===== src/design/euclidean_rhythm_generator_defines.svh =====
// ----------------------------------------------------------------------------
// Euclidean rhythm generator assertion macros
// Shared property wrappers, clocked on i_clk and held off during reset.
// ----------------------------------------------------------------------------
`ifndef EUCLIDEAN_RHYTHM_GENERATOR_DEFINES_SVH
`define EUCLIDEAN_RHYTHM_GENERATOR_DEFINES_SVH

// same-cycle implication
`define ERG_ASSERT_IMP(lbl, ante, cons, msg) \
    lbl: assert property (@(posedge i_clk) disable iff (!i_rst_n) (ante) |-> (cons)) \
        else $error(msg);

// next-cycle implication
`define ERG_ASSERT_NXT(lbl, ante, cons, msg) \
    lbl: assert property (@(posedge i_clk) disable iff (!i_rst_n) (ante) |=> (cons)) \
        else $error(msg);

`endif


===== src/design/erg_pkg.sv =====
// ----------------------------------------------------------------------------
// Euclidean rhythm generator package
// Widths, request kinds and the structs shared between the blocks.
// ----------------------------------------------------------------------------
package erg_pkg;

    localparam int MAX_STEPS_DEF = 16;
    localparam int CNT_W         = 5;                    // hit/step count width
    localparam int CNT_CW        = $clog2(CNT_W + 1);    // divider iteration counter
    localparam int PAT_W         = 16;                   // output pattern width
    localparam int LVL_W         = 4;                    // level index width
    localparam int LVL_N         = 1 << LVL_W;           // level slots / stack depth
    localparam int LEN_W         = 6;                    // emitted length counter
    localparam logic [LEN_W-1:0] LEN_CAP = {LEN_W{1'b1}};
    localparam int QDEPTH        = 2;
    localparam int QPTR_W        = $clog2(QDEPTH);
    localparam int QCNT_W        = $clog2(QDEPTH + 1);

    // request kinds, set by the front end
    typedef logic [1:0] t_kind;
    localparam t_kind KIND_RUN  = 2'd0;   // needs the full computation
    localparam t_kind KIND_ZERO = 2'd1;   // no hits: zero pattern
    localparam t_kind KIND_BAD  = 2'd2;   // rejected: zero pattern, invalid

    typedef struct packed {
        logic [CNT_W-1:0] hits;
        logic [CNT_W-1:0] steps;
        t_kind            kind;
    } t_job;

    typedef struct packed {
        logic             done;
        logic [CNT_W-1:0] quo;
        logic [CNT_W-1:0] rmd;
    } t_div_rsp;

    typedef struct packed {
        logic full;
        logic empty;
    } t_q_sts;

endpackage


===== src/design/erg_front.sv =====
// ----------------------------------------------------------------------------
// Euclidean rhythm front end
// Accepts requests and tags each one as rejected, trivial or to be computed.
// ----------------------------------------------------------------------------
module erg_front import erg_pkg::*; #(
    parameter int MAX_STEPS = MAX_STEPS_DEF
) (
    input  logic             i_valid,
    output logic             o_ready,
    input  logic [CNT_W-1:0] i_hit_count,
    input  logic [CNT_W-1:0] i_step_count,
    input  t_q_sts           i_q_sts,
    output logic             o_push,
    output t_job             o_job
);

    localparam logic [CNT_W:0] MAX_S = (CNT_W + 1)'(MAX_STEPS);

    logic bad;

    // accept whenever the queue has room
    assign o_ready = !i_q_sts.full;
    assign o_push  = i_valid && !i_q_sts.full;

    // classify the request
    assign bad = (i_step_count == '0) || (i_hit_count > i_step_count)
              || ({1'b0, i_step_count} > MAX_S);

    always_comb begin
        o_job.hits  = i_hit_count;
        o_job.steps = i_step_count;
        priority if (bad) begin
            o_job.kind = KIND_BAD;
        end else if (i_hit_count == '0) begin
            o_job.kind = KIND_ZERO;
        end else begin
            o_job.kind = KIND_RUN;
        end
    end

endmodule


===== src/design/erg_queue.sv =====
// ----------------------------------------------------------------------------
// Euclidean rhythm request queue
// Short FIFO between the front end and the back end.
// ----------------------------------------------------------------------------
module erg_queue import erg_pkg::*; (
    input  logic   i_clk,
    input  logic   i_rst_n,
    input  logic   i_push,
    input  t_job   i_job,
    input  logic   i_pop,
    output t_job   o_head,
    output t_q_sts o_sts
);

    t_job              r_mem [QDEPTH];
    logic [QPTR_W-1:0] r_wp;
    logic [QPTR_W-1:0] r_rp;
    logic [QCNT_W-1:0] r_cnt;

    assign o_head      = r_mem[r_rp];
    assign o_sts.full  = (r_cnt == QCNT_W'(QDEPTH));
    assign o_sts.empty = (r_cnt == '0);

    // pointers and fill count
    always_ff @(posedge i_clk) begin
        if (!i_rst_n) begin
            r_wp  <= '0;
            r_rp  <= '0;
            r_cnt <= '0;
        end else begin
            if (i_push) begin
                r_wp <= r_wp + 1'b1;
            end
            if (i_pop) begin
                r_rp <= r_rp + 1'b1;
            end
            unique case ({i_push, i_pop})
                2'b10:   r_cnt <= r_cnt + 1'b1;
                2'b01:   r_cnt <= r_cnt - 1'b1;
                default: r_cnt <= r_cnt;
            endcase
        end
    end

    // entry storage
    always_ff @(posedge i_clk) begin
        if (i_push) begin
            r_mem[r_wp] <= i_job;
        end
    end

endmodule


===== src/design/erg_div.sv =====
// ----------------------------------------------------------------------------
// Euclidean rhythm divider
// Restoring divider, one quotient bit per cycle; done pulses with the result.
// ----------------------------------------------------------------------------
module erg_div import erg_pkg::*; (
    input  logic             i_clk,
    input  logic             i_rst_n,
    input  logic             i_start,
    input  logic [CNT_W-1:0] i_dividend,
    input  logic [CNT_W-1:0] i_divisor,
    output t_div_rsp         o_rsp
);

    logic [CNT_W-1:0]  r_acc;
    logic [CNT_W-1:0]  r_quo;
    logic [CNT_W-1:0]  r_dsr;
    logic [CNT_CW-1:0] r_cnt;
    logic              r_done;

    logic [CNT_W:0] shifted;
    logic [CNT_W:0] diff;
    logic           ge;

    // one trial subtraction
    assign shifted = {r_acc, r_quo[CNT_W-1]};
    assign ge      = (shifted >= {1'b0, r_dsr});
    assign diff    = shifted - {1'b0, r_dsr};

    assign o_rsp.done = r_done;
    assign o_rsp.quo  = r_quo;
    assign o_rsp.rmd  = r_acc;

    // iteration control
    always_ff @(posedge i_clk) begin
        if (!i_rst_n) begin
            r_cnt  <= '0;
            r_done <= 1'b0;
        end else begin
            r_done <= 1'b0;
            if (i_start) begin
                r_cnt <= CNT_CW'(CNT_W);
            end else if (r_cnt != '0) begin
                r_cnt  <= r_cnt - 1'b1;
                r_done <= (r_cnt == CNT_CW'(1));
            end
        end
    end

    // datapath
    always_ff @(posedge i_clk) begin
        if (i_start) begin
            r_acc <= '0;
            r_quo <= i_dividend;
            r_dsr <= i_divisor;
        end else if (r_cnt != '0) begin
            r_acc <= ge ? diff[CNT_W-1:0] : shifted[CNT_W-1:0];
            r_quo <= {r_quo[CNT_W-2:0], ge};
        end
    end

endmodule


===== src/design/erg_back.sv =====
// ----------------------------------------------------------------------------
// Euclidean rhythm back end
// Runs the division chain, expands the level tree bit by bit through a frame
// stack, left-aligns the pattern and holds the result for the output side.
// ----------------------------------------------------------------------------
module erg_back import erg_pkg::*; #(
    parameter int MAX_STEPS = MAX_STEPS_DEF
) (
    input  logic             i_clk,
    input  logic             i_rst_n,
    input  t_job             i_head,
    input  t_q_sts           i_q_sts,
    output logic             o_pop,
    output logic             o_valid,
    input  logic             i_ready,
    output logic [PAT_W-1:0] o_pattern,
    output logic             o_invalid
);

    localparam logic [2:0] S_IDLE  = 3'd0;
    localparam logic [2:0] S_DIV   = 3'd1;
    localparam logic [2:0] S_DWAIT = 3'd2;
    localparam logic [2:0] S_TOP   = 3'd3;
    localparam logic [2:0] S_EXP   = 3'd4;
    localparam logic [2:0] S_NORM  = 3'd5;
    localparam logic [2:0] S_OUT   = 3'd6;

    // one expansion frame: level, repeats done, remainder branch done
    typedef struct packed {
        logic [LVL_W-1:0] lvl;
        logic [CNT_W-1:0] idx;
        logic             rd;
    } t_frame;

    logic [2:0]           r_state, n_state;
    logic [CNT_W-1:0]     r_dvd, n_dvd;
    logic [CNT_W-1:0]     r_r, n_r;
    logic [LVL_W-1:0]     r_lvl, n_lvl;
    logic                 r_inv, n_inv;
    t_frame               r_f, n_f;
    logic [LVL_W:0]       r_sp, n_sp;
    logic [MAX_STEPS-1:0] r_w, n_w;
    logic                 r_lost, n_lost;
    logic [LEN_W-1:0]     r_len, n_len;
    logic                 r_ovalid, n_ovalid;
    logic [PAT_W-1:0]     r_opat, n_opat;
    logic                 r_oinv, n_oinv;

    logic [CNT_W-1:0] r_cnt_a [LVL_N];
    logic [CNT_W-1:0] r_rem_a [LVL_N];
    t_frame           r_stk   [LVL_N];

    logic             cnt_we, rem_we, stk_we;
    logic [LVL_W-1:0] cnt_wa, rem_wa;
    logic [CNT_W-1:0] cnt_wd, rem_wd;
    t_frame           stk_wd;
    logic [LVL_W:0]   sp_m1;
    logic [CNT_W-1:0] cur_cnt, cur_rem;
    logic             emit_en, emit_bit;
    logic             div_start;
    t_div_rsp         div_rsp;

    erg_div u_div (
        .i_clk      (i_clk),
        .i_rst_n    (i_rst_n),
        .i_start    (div_start),
        .i_dividend (r_dvd),
        .i_divisor  (r_r),
        .o_rsp      (div_rsp)
    );

    assign sp_m1   = r_sp - 1'b1;
    assign cur_cnt = r_cnt_a[r_f.lvl];
    assign cur_rem = r_rem_a[r_f.lvl];

    assign o_valid   = r_ovalid;
    assign o_pattern = r_opat;
    assign o_invalid = r_oinv;

    // sequencer
    always_comb begin
        n_state   = r_state;
        n_dvd     = r_dvd;
        n_r       = r_r;
        n_lvl     = r_lvl;
        n_inv     = r_inv;
        n_f       = r_f;
        n_sp      = r_sp;
        n_w       = r_w;
        n_lost    = r_lost;
        n_len     = r_len;
        n_ovalid  = r_ovalid;
        n_opat    = r_opat;
        n_oinv    = r_oinv;
        o_pop     = 1'b0;
        div_start = 1'b0;
        cnt_we    = 1'b0;
        cnt_wa    = r_lvl;
        cnt_wd    = div_rsp.quo;
        rem_we    = 1'b0;
        rem_wa    = r_lvl + 1'b1;
        rem_wd    = div_rsp.rmd;
        stk_we    = 1'b0;
        stk_wd    = r_f;
        emit_en   = 1'b0;
        emit_bit  = 1'b0;

        // result taken downstream
        if (r_ovalid && i_ready) begin
            n_ovalid = 1'b0;
        end

        unique case (r_state)
            S_IDLE: begin
                if (!i_q_sts.empty) begin
                    o_pop = 1'b1;
                    n_inv = (i_head.kind == KIND_BAD);
                    if (i_head.kind == KIND_RUN) begin
                        n_dvd   = i_head.steps - i_head.hits;
                        n_r     = i_head.hits;
                        n_lvl   = '0;
                        rem_we  = 1'b1;
                        rem_wa  = '0;
                        rem_wd  = i_head.hits;
                        n_state = S_DIV;
                    end else begin
                        n_w     = '0;
                        n_lost  = 1'b0;
                        n_state = S_OUT;
                    end
                end
            end
            S_DIV: begin
                div_start = 1'b1;
                n_state   = S_DWAIT;
            end
            // store count and remainder of this level, step down the chain
            S_DWAIT: begin
                if (div_rsp.done) begin
                    cnt_we = 1'b1;
                    rem_we = 1'b1;
                    n_dvd  = r_r;
                    n_r    = div_rsp.rmd;
                    n_lvl  = r_lvl + 1'b1;
                    if (div_rsp.rmd <= CNT_W'(1)) begin
                        n_state = S_TOP;
                    end else begin
                        n_state = S_DIV;
                    end
                end
            end
            S_TOP: begin
                cnt_we    = 1'b1;
                cnt_wd    = r_dvd;
                n_f.lvl   = r_lvl;
                n_f.idx   = '0;
                n_f.rd    = 1'b0;
                n_sp      = '0;
                n_w       = '0;
                n_lost    = 1'b0;
                n_len     = '0;
                n_state   = S_EXP;
            end
            // one tree step per cycle: emit a leaf, descend, or return
            S_EXP: begin
                priority if (r_f.idx < cur_cnt) begin
                    if (r_f.lvl == '0) begin
                        emit_en   = 1'b1;
                        emit_bit  = 1'b0;
                        n_f.idx   = r_f.idx + 1'b1;
                    end else begin
                        stk_we     = 1'b1;
                        stk_wd.idx = r_f.idx + 1'b1;
                        n_sp       = r_sp + 1'b1;
                        n_f.lvl    = r_f.lvl - 1'b1;
                        n_f.idx    = '0;
                        n_f.rd     = 1'b0;
                    end
                end else if (!r_f.rd && (cur_rem != '0)) begin
                    if (r_f.lvl <= LVL_W'(1)) begin
                        emit_en  = 1'b1;
                        emit_bit = (r_f.lvl == '0);
                        n_f.rd   = 1'b1;
                    end else begin
                        stk_we    = 1'b1;
                        stk_wd.rd = 1'b1;
                        n_sp      = r_sp + 1'b1;
                        n_f.lvl   = r_f.lvl - LVL_W'(2);
                        n_f.idx   = '0;
                        n_f.rd    = 1'b0;
                    end
                end else if (r_sp == '0) begin
                    n_state = S_NORM;
                end else begin
                    n_f  = r_stk[sp_m1[LVL_W-1:0]];
                    n_sp = sp_m1;
                end
                // shift the emitted step in; a hit falling off the top is lost
                if (emit_en && (r_len != LEN_CAP)) begin
                    n_w    = {r_w[MAX_STEPS-2:0], emit_bit};
                    n_lost = r_lost | r_w[MAX_STEPS-1];
                    n_len  = r_len + 1'b1;
                end
            end
            // left-align, one position per cycle
            S_NORM: begin
                if (r_lost || (r_w == '0) || r_w[MAX_STEPS-1]) begin
                    n_state = S_OUT;
                end else begin
                    n_w = {r_w[MAX_STEPS-2:0], 1'b0};
                end
            end
            S_OUT: begin
                if (!r_ovalid || i_ready) begin
                    n_ovalid = 1'b1;
                    n_opat   = r_lost ? '0 : PAT_W'(r_w);
                    n_oinv   = r_inv;
                    n_state  = S_IDLE;
                end
            end
            default: begin
                n_state = S_IDLE;
            end
        endcase
    end

    // control registers
    always_ff @(posedge i_clk) begin
        if (!i_rst_n) begin
            r_state  <= S_IDLE;
            r_ovalid <= 1'b0;
            r_sp     <= '0;
        end else begin
            r_state  <= n_state;
            r_ovalid <= n_ovalid;
            r_sp     <= n_sp;
        end
    end

    // datapath registers
    always_ff @(posedge i_clk) begin
        r_dvd  <= n_dvd;
        r_r    <= n_r;
        r_lvl  <= n_lvl;
        r_inv  <= n_inv;
        r_f    <= n_f;
        r_w    <= n_w;
        r_lost <= n_lost;
        r_len  <= n_len;
        r_opat <= n_opat;
        r_oinv <= n_oinv;
    end

    // level tables and frame stack
    always_ff @(posedge i_clk) begin
        if (cnt_we) begin
            r_cnt_a[cnt_wa] <= cnt_wd;
        end
        if (rem_we) begin
            r_rem_a[rem_wa] <= rem_wd;
        end
        if (stk_we) begin
            r_stk[r_sp[LVL_W-1:0]] <= stk_wd;
        end
    end

endmodule


===== src/design/euclidean_rhythm_generator.sv =====
// Path: rejected and zero-hit requests pass from the back end's idle state straight to
//   its output state; others run the division chain, expand the level tree and make up to
//   MAX_STEPS-1 alignment shifts before they reach the output state.
// Throughput: one request at a time in the back end; a 2-entry queue and the output
//   register let input and output stall independently.
// Reset: synchronous active-low i_rst_n empties the queue and drops o_valid.
// ----------------------------------------------------------------------------
// Euclidean rhythm generator
// Turns a hit count and a step count into a left-aligned Bjorklund pattern.
// ----------------------------------------------------------------------------
`include "euclidean_rhythm_generator_defines.svh"

module euclidean_rhythm_generator import erg_pkg::*; #(
    parameter int MAX_STEPS = MAX_STEPS_DEF
) (
    input  logic             i_clk,
    input  logic             i_rst_n,
    input  logic             i_valid,
    output logic             o_ready,
    input  logic [CNT_W-1:0] i_hit_count,
    input  logic [CNT_W-1:0] i_step_count,
    output logic             o_valid,
    input  logic             i_ready,
    output logic [PAT_W-1:0] o_pattern,
    output logic             o_invalid
);

    logic   q_push;
    logic   q_pop;
    t_job   q_in;
    t_job   q_head;
    t_q_sts q_sts;

    // request intake and classification
    erg_front #(
        .MAX_STEPS (MAX_STEPS)
    ) u_front (
        .i_valid      (i_valid),
        .o_ready      (o_ready),
        .i_hit_count  (i_hit_count),
        .i_step_count (i_step_count),
        .i_q_sts      (q_sts),
        .o_push       (q_push),
        .o_job        (q_in)
    );

    erg_queue u_queue (
        .i_clk   (i_clk),
        .i_rst_n (i_rst_n),
        .i_push  (q_push),
        .i_job   (q_in),
        .i_pop   (q_pop),
        .o_head  (q_head),
        .o_sts   (q_sts)
    );

    // computation and result register
    erg_back #(
        .MAX_STEPS (MAX_STEPS)
    ) u_back (
        .i_clk     (i_clk),
        .i_rst_n   (i_rst_n),
        .i_head    (q_head),
        .i_q_sts   (q_sts),
        .o_pop     (q_pop),
        .o_valid   (o_valid),
        .i_ready   (i_ready),
        .o_pattern (o_pattern),
        .o_invalid (o_invalid)
    );

    // checks
    `ERG_ASSERT_IMP(a_inv_zero, o_valid && o_invalid, o_pattern == '0, "invalid result with nonzero pattern")
    `ERG_ASSERT_IMP(a_empty_rdy, q_sts.empty, o_ready, "empty queue but request refused")
    `ERG_ASSERT_NXT(a_empty_hold, q_sts.empty && !(i_valid && o_ready), q_sts.empty, "queue filled without a request")

endmodule


===== config.mk =====
export PLATFORM = sky130hd
export DESIGN_NAME = euclidean_rhythm_generator
export DESIGN_NICKNAME = d
export VERILOG_FILES = /design/src/design/erg_pkg.sv /design/src/design/erg_front.sv /design/src/design/erg_queue.sv /design/src/design/erg_div.sv /design/src/design/erg_back.sv /design/src/design/euclidean_rhythm_generator.sv
export VERILOG_INCLUDE_DIRS = /design/src /design/src/design
export SDC_FILE = /design/constraint.sdc
export NUM_CORES = 1
export LEC_CHECK = 0
export ABC_AREA = 1
export BUFFER_PORTS_ARGS = -buffer_cell sky130_fd_sc_hd__buf_2
export CORE_UTILIZATION = 30
export CTS_CLUSTER_SIZE = 20
export DETAILED_ROUTE_END_ITERATION = 12
export HOLD_SLACK_MARGIN = 0.12
export PLACE_DENSITY = 0.54
export SLEW_MARGIN = 30
export SYNTH_ARGS = -nofsm -noshare
export SYNTH_HDL_FRONTEND = slang
export SYNTH_HIERARCHICAL = 1
export SYNTH_SLANG_ARGS = --single-unit

===== constraint.sdc =====
create_clock -name i_clk -period 4 [get_ports i_clk]
set_input_delay 0.2 -clock i_clk [delete_from_list [all_inputs] [get_ports i_clk]]
set_output_delay 0.2 -clock i_clk [all_outputs]
set_load 0.01 [all_outputs]

==> impl_metrics.prom <==
# TYPE chip_impl_metric gauge
chip_impl_metric{name="layout_cells_sized_above_1",unit="%"} 11.4
chip_impl_metric{name="post_route_wl",unit="µm"} 44600
chip_impl_metric{name="detailed_place.area",unit="µm²"} 20800
chip_impl_info{name="critical_path.endpoint",value="u_back/r_stk[1][3]"} 1
chip_impl_metric{name="overflow",unit=""} 0
chip_impl_metric{name="post-route-period-util",unit="%"} 90.9
chip_impl_metric{name="fin_util",unit="%"} 35.2
chip_impl_metric{name="avgSynthCellArea",unit="µm²"} 11.3
chip_impl_metric{name="routed_via_density",unit=""} 4.69
chip_impl_metric{name="drt_first_iter_violations",unit=""} 902
chip_impl_metric{name="path_clk_slew",unit="ps"} 60
chip_impl_info{name="rsz0062_at_grt",value="no"} 1
chip_impl_info{name="cp_cell_sequence",value="inv_2, o21ai_0, o221ai_1, nand3_1, nand2_1, inv_1, ha_1, a21oi_1, nor2_1, a211oi_4, nand2_8, nor2_8, nand2_2, nand2_2, nand2_1, nor2_1, buf_4"} 1
chip_impl_metric{name="cts.path.max_buffers",unit=""} 3
chip_impl_metric{name="timing_hold_violations_final",unit=""} 0
chip_impl_metric{name="critical_path_fanout_max",unit=""} 38
chip_impl_metric{name="crit_path_depth",unit=""} 17
chip_impl_info{name="sort_of_element_at_the_end_of_the_critical_path",value="flip-flop"} 1
chip_impl_metric{name="gp_congestion",unit=""} 0.839
chip_impl_metric{name="power-per-cell-area",unit="nW/µm²"} 820
chip_impl_metric{name="grt_start_max_net_pins",unit=""} 84
chip_impl_metric{name="core.rowCount",unit=""} 93
chip_impl_metric{name="vias",unit=""} 12700
chip_impl_metric{name="synth_seq_cells",unit=""} 446
chip_impl_metric{name="cts_buffers",unit=""} 50
chip_impl_metric{name="critPathBufInv",unit=""} 3
chip_impl_info{name="cp-start-kind",value="flip-flop"} 1
chip_impl_metric{name="yosys_warnings",unit=""} 6
chip_impl_metric{name="fin_setup_tns",unit="ps"} 0
chip_impl_info{name="worstReg2RegEnd",value="u_back/r_stk[1][3]"} 1
chip_impl_info{name="cts.root.buffer_cell",value="sky130_fd_sc_hd__clkbuf_16"} 1
chip_impl_info{name="cts_tree",value="built"} 1
chip_impl_metric{name="finish.instance_area",unit="µm²"} 22700
chip_impl_info{name="crit_type",value="flip-flop to flip-flop"} 1
chip_impl_metric{name="synth_cells",unit=""} 1737
chip_impl_metric{name="max_slew_margin",unit="%"} 40.8
chip_impl_metric{name="worst_slew_pin_slew",unit="ps"} 887
chip_impl_metric{name="worst-r2r-cell-count",unit=""} 17
chip_impl_metric{name="cp_data_arrival_time",unit="ps"} 3930
chip_impl_metric{name="portion_of_the_post_synthesis_area_used_by_sequential_elements",unit="%"} 67.1
chip_impl_metric{name="static-leakage-power",unit="nW"} 8.46
chip_impl_metric{name="fin_nets",unit=""} 1866
chip_impl_metric{name="areaGrowthSynthToFinish",unit="%"} 16.2
chip_impl_metric{name="number_of_antenna_violations_at_the_first_check_in_global_routing",unit=""} 0
chip_impl_metric{name="number_of_global_route_vias_before_repair",unit=""} 12400
chip_impl_metric{name="place.detailed.instances",unit=""} 2601
chip_impl_metric{name="detailedRoute.firstPassIterationCount",unit=""} 6
chip_impl_metric{name="critPathMaxStageDelay",unit="ps"} 410
chip_impl_metric{name="port-buffer-count",unit=""} 32
chip_impl_metric{name="route.antenna.remaining_nets",unit=""} 0
chip_impl_metric{name="routedWlPerCell",unit="µm"} 16.5
chip_impl_info{name="run_status",value="completed"} 1
chip_impl_metric{name="clock_latency",unit="ps"} 620
chip_impl_metric{name="finalHoldWorstSlack",unit="ps"} 333
chip_impl_info{name="cp_slowest_cell",value="sky130_fd_sc_hd__inv_2"} 1
chip_impl_metric{name="initial_core_util",unit="%"} 30.3
chip_impl_metric{name="track_usage",unit="%"} 13.5
chip_impl_metric{name="drc_errors",unit=""} 0
chip_impl_metric{name="die_area",unit="µm²"} 66200
chip_impl_metric{name="clock_skew",unit="ps"} 33.3
chip_impl_metric{name="asyncSetResetFlopFracSynth",unit="%"} 0
chip_impl_info{name="timing.hold.worst.class",value="primary input to flip-flop"} 1
chip_impl_metric{name="count_of_final_max_slew_check_failures",unit=""} 0
chip_impl_info{name="synth-main-ff-cell",value="sky130_fd_sc_hd__edfxtp_1"} 1
chip_impl_metric{name="half_perimeter_wire_length_of_the_detailed_placement_result",unit="µm"} 29500
chip_impl_metric{name="number_of_enable_flip_flop_cells_after_synthesis",unit=""} 419
chip_impl_metric{name="core",unit="µm²"} 64500
chip_impl_metric{name="final-setup-viol-count",unit=""} 0
chip_impl_metric{name="synthDistinctLibCells",unit=""} 51
chip_impl_metric{name="max-cap-violations",unit=""} 0
chip_impl_metric{name="die_x",unit="µm"} 257
chip_impl_metric{name="cts.htree.levels",unit=""} 2
chip_impl_info{name="cp_top_family",value="simple AND/OR/NAND/NOR gates"} 1
chip_impl_metric{name="die_h",unit="µm"} 257
chip_impl_metric{name="ios",unit=""} 33
chip_impl_info{name="mostFrequentLayoutCell",value="sky130_fd_sc_hd__edfxtp_1"} 1
chip_impl_metric{name="clock_sinks",unit=""} 446
chip_impl_metric{name="fin_crit",unit="ps"} 3630
chip_impl_metric{name="power.ir.vdd_worst",unit="V"} 0.000401
chip_impl_metric{name="r2r_slack",unit="ps"} 370
chip_impl_metric{name="synth_cell_area",unit="µm²"} 19500
chip_impl_metric{name="first_pass_grt_wire_length",unit="µm"} 70000
chip_impl_metric{name="worstPathRequired",unit="ps"} 4290
chip_impl_metric{name="fmaxAchievable",unit="MHz"} 275
chip_impl_metric{name="post_layout_nonfiller_instances",unit=""} 2707
chip_impl_info{name="most-common-layout-cells",value="sky130_fd_sc_hd__edfxtp_1, sky130_fd_sc_hd__nand2_1, sky130_fd_sc_hd__nor2_1, sky130_fd_sc_hd__inv_1, sky130_fd_sc_hd__o21ai_0"} 1
chip_impl_metric{name="synth_nets",unit=""} 1791
chip_impl_info{name="worst_hold_start",value="i_step_count[1]"} 1
==> metrics by stage <==
step	power [mW]	worst slack [ps]
floorplan	11.5	178
global placement	13.8	364
detailed placement	13.9	320
CTS	18.8	239
global route	19.8	33.7
finish	18.6	365
==> worst min-delay path by stage <==
stage,end,slack (ps),cells past startpoint
floorplan,u_queue/r_wp,320,2
global placement,u_back/o_invalid,400,0
detailed placement,u_back/u_div/r_done,410,1
CTS,u_queue/r_mem[1][4],280,2
global route,u_queue/r_mem[0][4],320,2
finish,u_queue/r_mem[1][3],330,2
==> cell families after synthesis <==
family	count (synthesis)	share of synthesized area [%]
compound gates	261	7.78
xor+xnor	20	0.935
fa+ha+maj	40	2.64
buf+inv	236	5.08
flops	446	67.1
mux	12	0.883
simple gates	722	15.5
==> routing by layer <==
metal / global-route usage [%] / wire (µm)
met5: 0 / 0
met4: 4.53 / 1060
met3: 2.14 / 2150
met2: 21.0 / 19900
met1: 19.0 / 21500
==> report_power, final <==
group | internal (mW) | switching, mW
clock | 2.92 | 1.88
combinational | 2.09 | 5.04
sequential | 6.35 | 0.345
total | 11.4 | 7.26
==> final cells by class <==
| class | count | area [µm²] |
|---|---|---|
| fill | 6404 | 41800 |
| sequential | 446 | 13100 |
| multi-input combinational | 1055 | 5450 |
| clock buffer | 66 | 1350 |
| tap | 855 | 1070 |
| timing repair buffer | 98 | 691 |
| inverter | 161 | 604 |
| clock inverter | 25 | 413 |
| antenna | 1 | 2.50 |
==> registers in the layout, summed over array words and instances, names as in the netlist, 2 cells and up, named ones only <==
signal / count
u_back/cnt_wa: 4
u_back/o_pattern: 16
u_back/r_cnt_a: 80
u_back/r_dvd: 5
u_back/r_f: 10
u_back/r_len: 6
u_back/r_r: 5
u_back/r_rem_a: 80
u_back/r_sp: 5
u_back/r_state: 3
u_back/r_stk: 160
u_back/r_w: 16
u_back/u_div/r_acc: 5
u_back/u_div/r_cnt: 3
u_back/u_div/r_dsr: 5
u_back/u_div/r_quo: 5
u_queue/r_cnt: 2
u_queue/r_mem: 24
==> what timing repair did <==
| item | CTS | global route |
|---|---|---|
| buffers inserted | 0 | 0 |
| endpoints found under the setup margin | 0 | 115 |
| gates resized for setup | 0 | 1 |
| hold buffers | 14 | 0 |
| endpoints found under the hold margin | 42 | 0 |
==> synth_stat cells (4+ instances only) <==
cell                       number  area share, %
sky130_fd_sc_hd__o211ai_1       7           0.27
sky130_fd_sc_hd__o21ai_1        6           0.15
sky130_fd_sc_hd__buf_6          5           0.29
sky130_fd_sc_hd__nand3_1       82            2.1
sky130_fd_sc_hd__nor2_1       272            5.2
sky130_fd_sc_hd__xor2_1        12           0.54
sky130_fd_sc_hd__nand2_2        5           0.16
sky130_fd_sc_hd__mux2_4        10           0.77
sky130_fd_sc_hd__a32o_1        10           0.51
sky130_fd_sc_hd__buf_4         14           0.54
sky130_fd_sc_hd__o21ai_0      121            3.1
sky130_fd_sc_hd__inv_2          6           0.12
sky130_fd_sc_hd__a22oi_1       10           0.38
sky130_fd_sc_hd__nor2_2         5           0.16
sky130_fd_sc_hd__nor3_1        19           0.49
sky130_fd_sc_hd__inv_1        151            2.9
sky130_fd_sc_hd__a21oi_1       64            1.6
sky130_fd_sc_hd__clkinv_1       4          0.077
sky130_fd_sc_hd__nand4_1        6           0.19
sky130_fd_sc_hd__nand2_1      308            5.9
sky130_fd_sc_hd__nand3b_1       4           0.15
sky130_fd_sc_hd__clkbuf_1      41           0.79
sky130_fd_sc_hd__o221ai_1      14           0.63
sky130_fd_sc_hd__edfxtp_1     419             64
sky130_fd_sc_hd__buf_2         13           0.33
sky130_fd_sc_hd__ha_1          38            2.4
sky130_fd_sc_hd__o22ai_1       21           0.67
sky130_fd_sc_hd__xnor2_1        7           0.31
sky130_fd_sc_hd__dfxtp_1       27            2.8
No activity file was read; power rests on OpenSTA's default activity.
